`config.mk`:
```
export PLATFORM = sky130hd
export DESIGN_NAME = ght_datapath
export DESIGN_NICKNAME = d
export VERILOG_FILES = /design/src/sv/generational_handle_table_top_macros.svh /design/src/sv/ght_pkg.sv /design/src/sv/ght_datapath.sv
export SDC_FILE = /design/constraint.sdc
export NUM_CORES = 2
export LEC_CHECK = 0
export CAP_MARGIN = 40
export CORE_ASPECT_RATIO = 0.8
export CORE_MARGIN = 5
export CORE_UTILIZATION = 55
export DETAILED_ROUTE_END_ITERATION = 6
export DONT_BUFFER_PORTS = 1
export PLACE_DENSITY = 0.7
export SYNTH_ARGS = -nofsm -noshare
export SYNTH_HDL_FRONTEND = slang
export SYNTH_SLANG_ARGS = --single-unit
```
`constraint.sdc`:
```
create_clock -name clk -period 22.1 [get_ports clk]
set_clock_uncertainty 0.1 [all_clocks]
set_input_delay 1.105 -clock clk [delete_from_list [all_inputs] [get_ports clk]]
set_output_delay 1.105 -clock clk [all_outputs]
set_load 0.02 [all_outputs]
```
`src/sv/generational_handle_table_top_macros.svh`:
```
// Assertion macros for the handle table
`ifndef GENERATIONAL_HANDLE_TABLE_TOP_MACROS_SVH
`define GENERATIONAL_HANDLE_TABLE_TOP_MACROS_SVH
`ifndef ASSERT_OFF
`define GHT_ASSERT_IMPL(label, clk, rst, a, c) \
  label: assert property (@(posedge clk) disable iff (rst) (a) |-> (c)) else $error("check failed");
`define GHT_ASSERT_NEXT(label, clk, rst, a, c) \
  label: assert property (@(posedge clk) disable iff (rst) (a) |=> (c)) else $error("check failed");
`else
`define GHT_ASSERT_IMPL(label, clk, rst, a, c)
`define GHT_ASSERT_NEXT(label, clk, rst, a, c)
`endif
`endif

```
`src/sv/ght_pkg.sv`:
```
// Shared types and constants for the handle table
`default_nettype none
package ght_pkg;
  localparam int ModelSlots = 16;
  localparam int SessSlots = 32;
  localparam int MIdxW = $clog2(ModelSlots);
  localparam int SIdxW = $clog2(SessSlots);

  localparam logic [2:0] ACT_REGISTER = 3'd0;
  localparam logic [2:0] ACT_CREATE = 3'd1;
  localparam logic [2:0] ACT_INVOKE = 3'd2;
  localparam logic [2:0] ACT_COMPLETE = 3'd3;
  localparam logic [2:0] ACT_DESTROY = 3'd4;

  localparam logic [1:0] ST_OK = 2'd0;
  localparam logic [1:0] ST_BADARG = 2'd1;
  localparam logic [1:0] ST_FULL = 2'd2;
  localparam logic [1:0] ST_STALE = 2'd3;

  localparam logic [1:0] MODE_DORMANT = 2'd0;
  localparam logic [1:0] MODE_ACTIVE = 2'd1;
  localparam logic [1:0] MODE_STOPPED = 2'd2;

  localparam logic [31:0] GenMax = 32'hffff_ffff;

  typedef struct packed {
    logic [2:0] action;
    logic [47:0] handle;
    logic [47:0] budget;
    logic [3:0] task_kind;
    logic [31:0] owner;
    logic [31:0] rights;
  } req_t;

  typedef struct packed {
    logic [1:0] status;
    logic [47:0] new_handle;
    logic woke_waiters;
    logic [31:0] use_count;
  } rsp_t;

  // controller to datapath
  typedef struct packed {
    logic load;     // capture request, start lookups
    logic commit;   // apply table update and form result
  } cmd_t;

  // datapath to controller
  typedef struct packed {
    logic lookup_done;
  } stat_t;
endpackage
`default_nettype wire

```
`src/sv/ght_datapath.sv`:
```
// Slot tables, free-slot scan and result formation
`default_nettype none
module ght_datapath (
  input  wire logic clk,
  input  wire logic rst,
  input  ght_pkg::cmd_t cmd,
  output ght_pkg::stat_t stat,
  input  ght_pkg::req_t req,
  output ght_pkg::rsp_t result,
  output logic done
);
  import ght_pkg::*;

  logic [ModelSlots-1:0] model_live;
  logic [31:0] model_gen [ModelSlots];
  logic [1:0] model_mode [ModelSlots];
  logic [47:0] model_budget [ModelSlots];
  logic [31:0] model_calls [ModelSlots];
  logic [SessSlots-1:0] sess_live;
  logic [31:0] sess_gen [SessSlots];
  logic [1:0] sess_mode [SessSlots];
  logic [3:0] sess_kind [SessSlots];
  logic [47:0] sess_model [SessSlots];
  logic [31:0] sess_owner [SessSlots];
  logic [31:0] sess_rights [SessSlots];

  req_t r;
  // lookup results registered in the LOOK cycle
  logic m_free_ok, s_free_ok, m_hit, s_hit;
  logic [MIdxW-1:0] m_free, m_hidx;
  logic [SIdxW-1:0] s_free, s_hidx;
  logic [31:0] m_free_gen, s_free_gen;
  logic look_wait, look_valid;

  // free-slot search (combinational priority over flop bits)
  logic mf_ok, sf_ok;
  logic [MIdxW-1:0] mf;
  logic [SIdxW-1:0] sf;
  always_comb begin
    mf_ok = 1'b0;
    mf = '0;
    for (int i = ModelSlots - 1; i >= 0; i--) begin
      if (!model_live[i] && model_gen[i] != GenMax) begin
        mf_ok = 1'b1;
        mf = MIdxW'(i);
      end
    end
    sf_ok = 1'b0;
    sf = '0;
    for (int i = SessSlots - 1; i >= 0; i--) begin
      if (!sess_live[i] && sess_gen[i] != GenMax) begin
        sf_ok = 1'b1;
        sf = SIdxW'(i);
      end
    end
  end

  // handle checks on the captured request
  logic [15:0] hslot;
  logic [31:0] hgen;
  logic mh, sh;
  logic [MIdxW-1:0] mhi;
  logic [SIdxW-1:0] shi;
  always_comb begin
    hslot = r.handle[15:0];
    hgen = r.handle[47:16];
    mhi = MIdxW'(hslot - 16'd1);
    shi = SIdxW'(hslot - 16'd1);
    mh = hslot != 16'd0 && hslot <= 16'(ModelSlots) && hgen != 32'd0
         && model_live[mhi] && model_gen[mhi] == hgen;
    sh = hslot != 16'd0 && hslot <= 16'(SessSlots) && hgen != 32'd0
         && sess_live[shi] && sess_gen[shi] == hgen;
  end

  always_ff @(posedge clk) begin
    if (cmd.load) r <= req;
    m_free_ok <= mf_ok;
    s_free_ok <= sf_ok;
    m_free <= mf;
    s_free <= sf;
    m_free_gen <= model_gen[mf] + 32'd1;
    s_free_gen <= sess_gen[sf] + 32'd1;
    m_hit <= mh;
    s_hit <= sh;
    m_hidx <= mhi;
    s_hidx <= shi;
  end

  // lookup_done follows load through look_wait and look_valid: lookups, then registered results
  always_ff @(posedge clk) begin
    if (rst) begin
      look_wait <= 1'b0;
      look_valid <= 1'b0;
    end else begin
      look_wait <= cmd.load;
      look_valid <= look_wait;
    end
  end
  assign stat.lookup_done = look_valid;

  // invoke path: linked model slot
  logic [15:0] ms;
  logic ms_ok;
  logic [MIdxW-1:0] mi;
  logic [31:0] calls_next;
  always_comb begin
    ms = sess_model[s_hidx][15:0];
    ms_ok = ms != 16'd0 && ms <= 16'(ModelSlots);
    mi = MIdxW'(ms - 16'd1);
    calls_next = (model_calls[mi] != GenMax) ? model_calls[mi] + 32'd1 : model_calls[mi];
  end

  rsp_t res_next;
  always_comb begin
    res_next = '0;
    unique case (r.action)
      ACT_REGISTER: begin
        if (r.budget == 48'd0) res_next.status = ST_BADARG;
        else if (!m_free_ok) res_next.status = ST_FULL;
        else res_next.new_handle = {m_free_gen, 16'(m_free) + 16'd1};
      end
      ACT_CREATE: begin
        if (r.owner == 32'd0) res_next.status = ST_BADARG;
        else if (!m_hit) res_next.status = ST_STALE;
        else if (!s_free_ok) res_next.status = ST_FULL;
        else res_next.new_handle = {s_free_gen, 16'(s_free) + 16'd1};
      end
      ACT_INVOKE, ACT_COMPLETE, ACT_DESTROY: begin
        if (!s_hit) res_next.status = ST_STALE;
        else if (r.action == ACT_INVOKE) begin
          if (ms_ok) res_next.use_count = calls_next;
        end else res_next.woke_waiters = 1'b1;
      end
      default: res_next.status = ST_BADARG;
    endcase
  end

  logic ok;
  assign ok = (res_next.status == ST_OK);

  always_ff @(posedge clk) begin
    if (cmd.commit) result <= res_next;
  end

  always_ff @(posedge clk) begin
    if (rst) begin
      done <= 1'b0;
      model_live <= '0;
      sess_live <= '0;
      for (int i = 0; i < ModelSlots; i++) model_gen[i] <= '0;
      for (int i = 0; i < SessSlots; i++) sess_gen[i] <= '0;
    end else begin
      done <= cmd.commit;
      if (cmd.commit && ok) begin
        unique case (r.action)
          ACT_REGISTER: begin
            model_live[m_free] <= 1'b1;
            model_gen[m_free] <= m_free_gen;
          end
          ACT_CREATE: begin
            sess_live[s_free] <= 1'b1;
            sess_gen[s_free] <= s_free_gen;
          end
          ACT_DESTROY: sess_live[s_hidx] <= 1'b0;
          default: ;
        endcase
      end
    end
  end

  // payload stores need no reset
  always_ff @(posedge clk) begin
    if (cmd.commit && ok) begin
      unique case (r.action)
        ACT_REGISTER: begin
          model_mode[m_free] <= MODE_DORMANT;
          model_budget[m_free] <= r.budget;
          model_calls[m_free] <= 32'd0;
        end
        ACT_CREATE: begin
          sess_mode[s_free] <= MODE_DORMANT;
          sess_kind[s_free] <= r.task_kind;
          sess_model[s_free] <= r.handle;
          sess_owner[s_free] <= r.owner;
          sess_rights[s_free] <= r.rights;
        end
        ACT_INVOKE: begin
          sess_mode[s_hidx] <= MODE_ACTIVE;
          if (ms_ok) begin
            model_mode[mi] <= MODE_ACTIVE;
            model_calls[mi] <= calls_next;
          end
        end
        ACT_COMPLETE: sess_mode[s_hidx] <= MODE_DORMANT;
        ACT_DESTROY: sess_mode[s_hidx] <= MODE_STOPPED;
        default: ;
      endcase
    end
  end
endmodule
`default_nettype wire

```
=== Word level (Yosys, flattened, before mapping) ===
Memories as Yosys holds them, arrays and structs flattened. A register that Yosys moved wholly into a read port is not among the register bits.
Cells that the tools add are included.

* Bits of input ports: 171
* Bits in writable memories: 3584
* Output and inout port bits: 85
* Word-level logic and storage cells: 331
* Memories: 4
* Register bits after elaboration: 347

* Add/subtract/negate cells: 7
* Bitwise gates (word level): 4
* Magnitude comparators: 11
* Reductions and logical operators: 127
* Multiplexer cells: 101
* Equality and inequality tests: 55

{| class="wikitable"
|+ Memory list
! name !! words !! bits a word !! read ports !! clocked after Yosys merged registers in !! write ports !! RTL line !! RTL
|-
| sess_model || 32 || 48 || 1 || 1 || 1 || ght_datapath.sv:23 || <nowiki>logic [47:0] sess_model [SessSlots];</nowiki>
|-
| sess_gen || 32 || 32 || 34 || 0 || 32 || ght_datapath.sv:20 || <nowiki>logic [31:0] sess_gen [SessSlots];</nowiki>
|-
| model_calls || 16 || 32 || 1 || 0 || 1 || ght_datapath.sv:18 || <nowiki>logic [31:0] model_calls [ModelSlots];</nowiki>
|-
| model_gen || 16 || 32 || 18 || 0 || 16 || ght_datapath.sv:15 || <nowiki>logic [31:0] model_gen [ModelSlots];</nowiki>
|}

{| class="wikitable"
|+ Operator list
! operator !! count
|-
| $ne 32x32->1 const B || 49
|-
| $mux 48 || 5
|-
| $mux 5 || 33
|-
| $mux 32 || 4
|-
| $add 32x1->32 const B || 3
|-
| $pmux 48 s2 || 1
|-
| $reduce_or 32->1 || 3
|-
| $mux 4 || 18
|-
| $eq 32x32->1 || 2
|-
| $pmux 32 s2 || 1
|-
| $logic_and 1x1->1 || 61
|-
| $logic_not 1->1 || 48
|-
| $logic_not 48->1 || 1
|-
| $and 32x32->32 || 1
|-
| $le 16x5->1 const B || 2
|-
| $logic_not 32->1 || 1
|-
| $not 32->32 || 1
|-
| $or 32x32->32 || 1
|-
| $reduce_bool 16->1 || 2
|-
| $reduce_bool 32->1 || 1
|-
| $reduce_or 31->1 || 1
|-
| $mux 1 || 27
|-
| $lt 5x6->1 const B || 3
|-
| $le 16x6->1 const B || 1
|-
| 24 further kinds || 35
|}

=== Depth between registers and ports, before layout ===
An unclocked memory read counts as a cell.

* Word-level depth: 36
* Depth in mapped cells: 27
* Depth with buffers taken out: 18

=== Worst setup path before layout ===
No wires, ideal clock.

* Path type: flip-flop to flip-flop
* From: register r, in the netlist hslot[0]
* To: register s_hit
* Buffers on the path: 8
* Setup slack: 15002 ps
* Required time: 21908 ps
* Cell stages (with the launch flop): 18
* Clock period less this slack: 7098 ps
* Arrival: 6906 ps
* Setup time: 92 ps
* Path through: edfxtp_1 -> clkbuf_1 -> clkbuf_1 -> buf_1 -> buf_1 -> clkbuf_1 -> inv_1 -> ha_1 -> xor2_1 -> clkbuf_1 -> buf_1 -> buf_1 -> mux4_2 -> mux2i_1 -> xnor2_1 -> nor4_1 -> nand4_1 -> nor4_1

* Longest elaborated chain between the ends: 5
* Elaborated cells on any way between the ends: 11
* Those cells by class: add/sub (1); order compare (1); eq/ne (1); mux (2); reduce/logical (5); memory (1)

{| class="wikitable"
|+ Ends and longest elaborated chain
! item !! RTL line !! RTL
|-
| from (decl) || ght_datapath.sv:27 || <nowiki>req_t r;</nowiki>
|-
| from (signal assigned) || ght_datapath.sv:76 || <nowiki>if (cmd.load) r <= req;</nowiki>
|-
| $sub 5x1->5 * || ght_datapath.sv:68 || <nowiki>shi = SIdxW'(hslot - 16'd1);</nowiki>
|-
| net mhi[0] || ght_datapath.sv:62 || <nowiki>logic [MIdxW-1:0] mhi;</nowiki>
|-
| parallel branches: the longest is 3 deep, another holds $mem_v2 32x32 || -- ||
|-
| $logic_and 1x1->1 * || ght_datapath.sv:72 || <nowiki>&& sess_live[shi] && sess_gen[shi] == hgen;</nowiki>
|-
| net sh || ght_datapath.sv:61 || <nowiki>logic mh, sh;</nowiki>
|-
| to (signal assigned) || ght_datapath.sv:84 || <nowiki>s_hit <= sh;</nowiki>
|-
| to (decl) || ght_datapath.sv:29 || <nowiki>logic m_free_ok, s_free_ok, m_hit, s_hit;</nowiki>
|}

Mark *: on every way through the listed nets, which the timed path passes. The select of a mux whose other input is x is not followed.
A chain may end at the register's enable or synchronous reset.

==> flow_summary.ini <==
[outcome]
outcome = complete, but fails checks
violations = design-rule violations

[detailed_routing]
viasPerCell = 7.24
drc = 10
via_count = 96478
drtPass1Iterations = 7
drt_iter0_markers = 18406
ant_nets = 0
routed_wl_um = 474000
wire_per_inst_um = 35.6

[worst_setup_path]
critPathKind = flip-flop to flip-flop
crit_fanout = 52
r2r_end = s_free_gen[25]$_DFF_P_
critPathRequiredTime_ns = 22.72
reg2reg_slack_ns = 12.48
crit_path_end_kind = flip-flop
start_kind = flip-flop
r2r-start = sess_gen[14][1]$_SDFFCE_PN0P_
arrival_ns = 10.23
rr_worst_depth = 19

[synth]
postSynthAreaPerCell_um2 = 14.1
async_flop_share_pct = 0
ys_ff_latch = 2897
synth_edf_count = 2764
synth.top_cell.area_share_pct = 59.7
ys_types = 104
netlist_instances = 9881
yosysWarnings = 0
yosysTopAreaCell = edfxtp_1
ys.flop_type = edfxtp_1
yosys-top-cells-area = edfxtp_1 (60%), mux4_2 (12%), and2_1 (5.4%)
netlist_area_um2 = 139000
ys_seq_area_share_pct = 61.7

[sta]
tns_ns = 0
rsz0062_at_grt = no
period_share_pct = 43.5
max_freq_ghz = 0.104
hold_viol_final = 0
fin_crit_ns = 9.62
slew_headroom_pct = 30.1
fin_ws_ns = 12.48
finalSetupViolCount = 0
finalMaxSlewViolations = 0
tightestPinTransition_ns = 1.04
hold_ws_ns = 0.212

[global_route]
antenna_found_initial = 34
grt_max_degree = 177
grt_pass1_wl_um = 669000
grt_use_met1_pct = 49.6
grt.busiest_layer = met2
met2_usage_pct = 50.0
grt_pass1_vias = 91324
grtUsageMet3_pct = 13.6
grt_overflow = 0
track_usage_pct = 35.4

[min_path]
hold_path_depth = 0
hold_class = primary input to flip-flop
hp-start = req[120]
min_to = hslot[4]$_DFFE_PP_

[layout]
drive_gt1_share_pct = 17.3
fill_cells = 18437
register_area_um2 = 85700
nets = 9925
utilization_pct = 60.8
area_growth_pct = 10.4
stdcell_area_um2 = 153000
multi_input_area_um2 = 50300

[die]
row_count = 165
die_y_um = 460
pin_count = 256
core_area_um2 = 252000
die_x_um = 572
dieArea_um2 = 263000
initial_utilization_pct = 55.1

[clock_network]
cts_tree = done
numCtsBuffers = 294
cts_max_level = 5
clk_pin_slew_ns = 0.06
cts_setup_buffers = 0
clk_path_buf_depth = 4
clkLatencyLatePin_ns = 0.89
clkSinkCount = 2897
ctsResizeCount = 0
ctsRootBufferMaster = clkbuf_16
holdBufCountCts = 0

[placement]
io_buffers = 0
place_ws_ns = 13.02
gp_congestion = 1.06
dpl_cell_area_um2 = 144000
post-dp-hpwl_um = 312000

[power]
peakVddDrop_v = 0.0000936
p_leak_uw = 0.0523
power.density_nw_per_um2 = 86.2

[job]
maxCapViolCount = 0
==> how the worst max path moves through the flow <==
stage	start	to	slack, ns	cells after the start
2_1_floorplan	hslot[0]$_DFFE_PP_	s_hit$_DFF_P_	15.00	17
3_3_place_gp	s_hidx[1]$_DFF_P_	model_calls[12][15]$_DFFE_PP_	12.40	20
3_5_place_dp	s_hidx[1]$_DFF_P_	model_calls[14][15]$_DFFE_PP_	13.02	22
4_1_cts	s_hidx[1]$_DFF_P_	model_calls[5][19]$_DFFE_PP_	12.99	22
5_1_grt	s_hidx[1]$_DFF_P_	model_calls[5][19]$_DFFE_PP_	12.33	22
6_report	sess_gen[14][1]$_SDFFCE_PN0P_	s_free_gen[25]$_DFF_P_	12.48	19
==> layout by cell type, fill, tap and decap left out, types with 49 or more instances in the layout <==
cell type	instances
inv_1	122
xor2_1	70
clkbuf_16	302
nand3_1	163
nand4_1	466
clkbuf_1	49
nor4_1	198
mux4_2	738
a311oi_1	70
and3_1	392
dfxtp_1	131
xnor2_1	88
nor2_1	223
nor3_1	56
and2_1	1198
a211oi_1	94
buf_4	269
edfxtp_1	2764
a21oi_1	253
nand2_1	854
mux2i_1	276
o21ai_0	173
clkinv_1	61
clkinv_2	49
a2111oi_0	75
==> metrics by stage <==
stage / power [µW] / instances
after floorplan: 7660 / 9890
after global placement: 8230 / 12698
after detailed placement: 8290 / 12777
after CTS: 13200 / 13298
after global routing: 13600 / 13305
final: 13200 / 13324
==> report_power, final <==
group	leakage [µW]	switching, µW	internal [µW]
combinational	0.0204	1060	792
clock	0.00457	2130	2850
sequential	0.0273	210	6180
total	0.0523	3400	9820
==> routing by layer <==
metal / vias to the layer above / part of all wire, % / wire, µm
met5: - / 0.088 / 417
met1: 48078 / 36 / 171000
li1: 38195 / - / -
met3: 1472 / 17 / 78800
met4: 28 / 5.1 / 24400
met2: 8705 / 42 / 199000
==> registers in the layout, indices dropped and copies added (netlist names), 16 cells and up <==
name	count
sess_gen	1024
model_calls	512
model_gen	512
sess_model	512
r	83
result	73
hgen	32
m_free_gen	32
s_free_gen	32
sess_live	32
hslot	16
model_live	16
==> cell families after synthesis <==
family,share of synthesized area [%]
mux,14.3
compound gates,5.00
flops,61.7
fa+ha+maj,0.135
xor+xnor,1.03
simple gates,15.1
buf+inv,2.83
other cells,0.00270
==> cell usage after synthesis (all sizes together), types with 9 or more instances <==
cell	number
a311oi	71
nand3	163
nand4	467
o21ai	199
and2	1202
xnor2	90
or2	11
nand2b	15
a32o	10
nor4b	9
and3	392
o2111ai	15
a221o	9
a21oi	257
a22o	43
a2111oi	75
a32oi	23
edfxtp	2764
nand3b	11
mux2i	276
inv	135
clkbuf	562
a21o	34
a211oi	95
nor2b	15
nand2	873
nor2	275
mux4	750
buf	235
mux2	12
o211ai	15
a31oi	46
nor4	212
or4	27
xor2	73
a221oi	14
and4	19
nor3	81
dfxtp	133
a22oi	46
ha	15
==> critical path, stage by stage (launching register included) <==
cell	delay [ns]
edfxtp_1	0.40
nand4_1	0.28
nor4_1	0.59
buf_2	0.28
a21oi_1	0.13
nor4b_1	0.87
o21ai_0	0.39
o211a_4	0.42
nor2_4	0.17
buf_4	0.57
buf_4	0.65
buf_4	0.70
nand2_1	0.11
a32o_1	0.30
o311ai_0	0.80
nand3_1	0.26
nor4b_2	0.93
nand2_1	0.44
nor4_1	0.78
xnor2_1	0.16
==> area by class of cell <==
type	count	area share, %
multi-input cells	6055	32.8
clock buffers	356	5.09
flip-flops and latches	2897	55.9
well taps	3340	2.72
diodes	20	0.0326
repair buffers	352	2.14
inverters	139	0.361
clock inverters	165	1.02
Power figures use the tool's default switching activity.
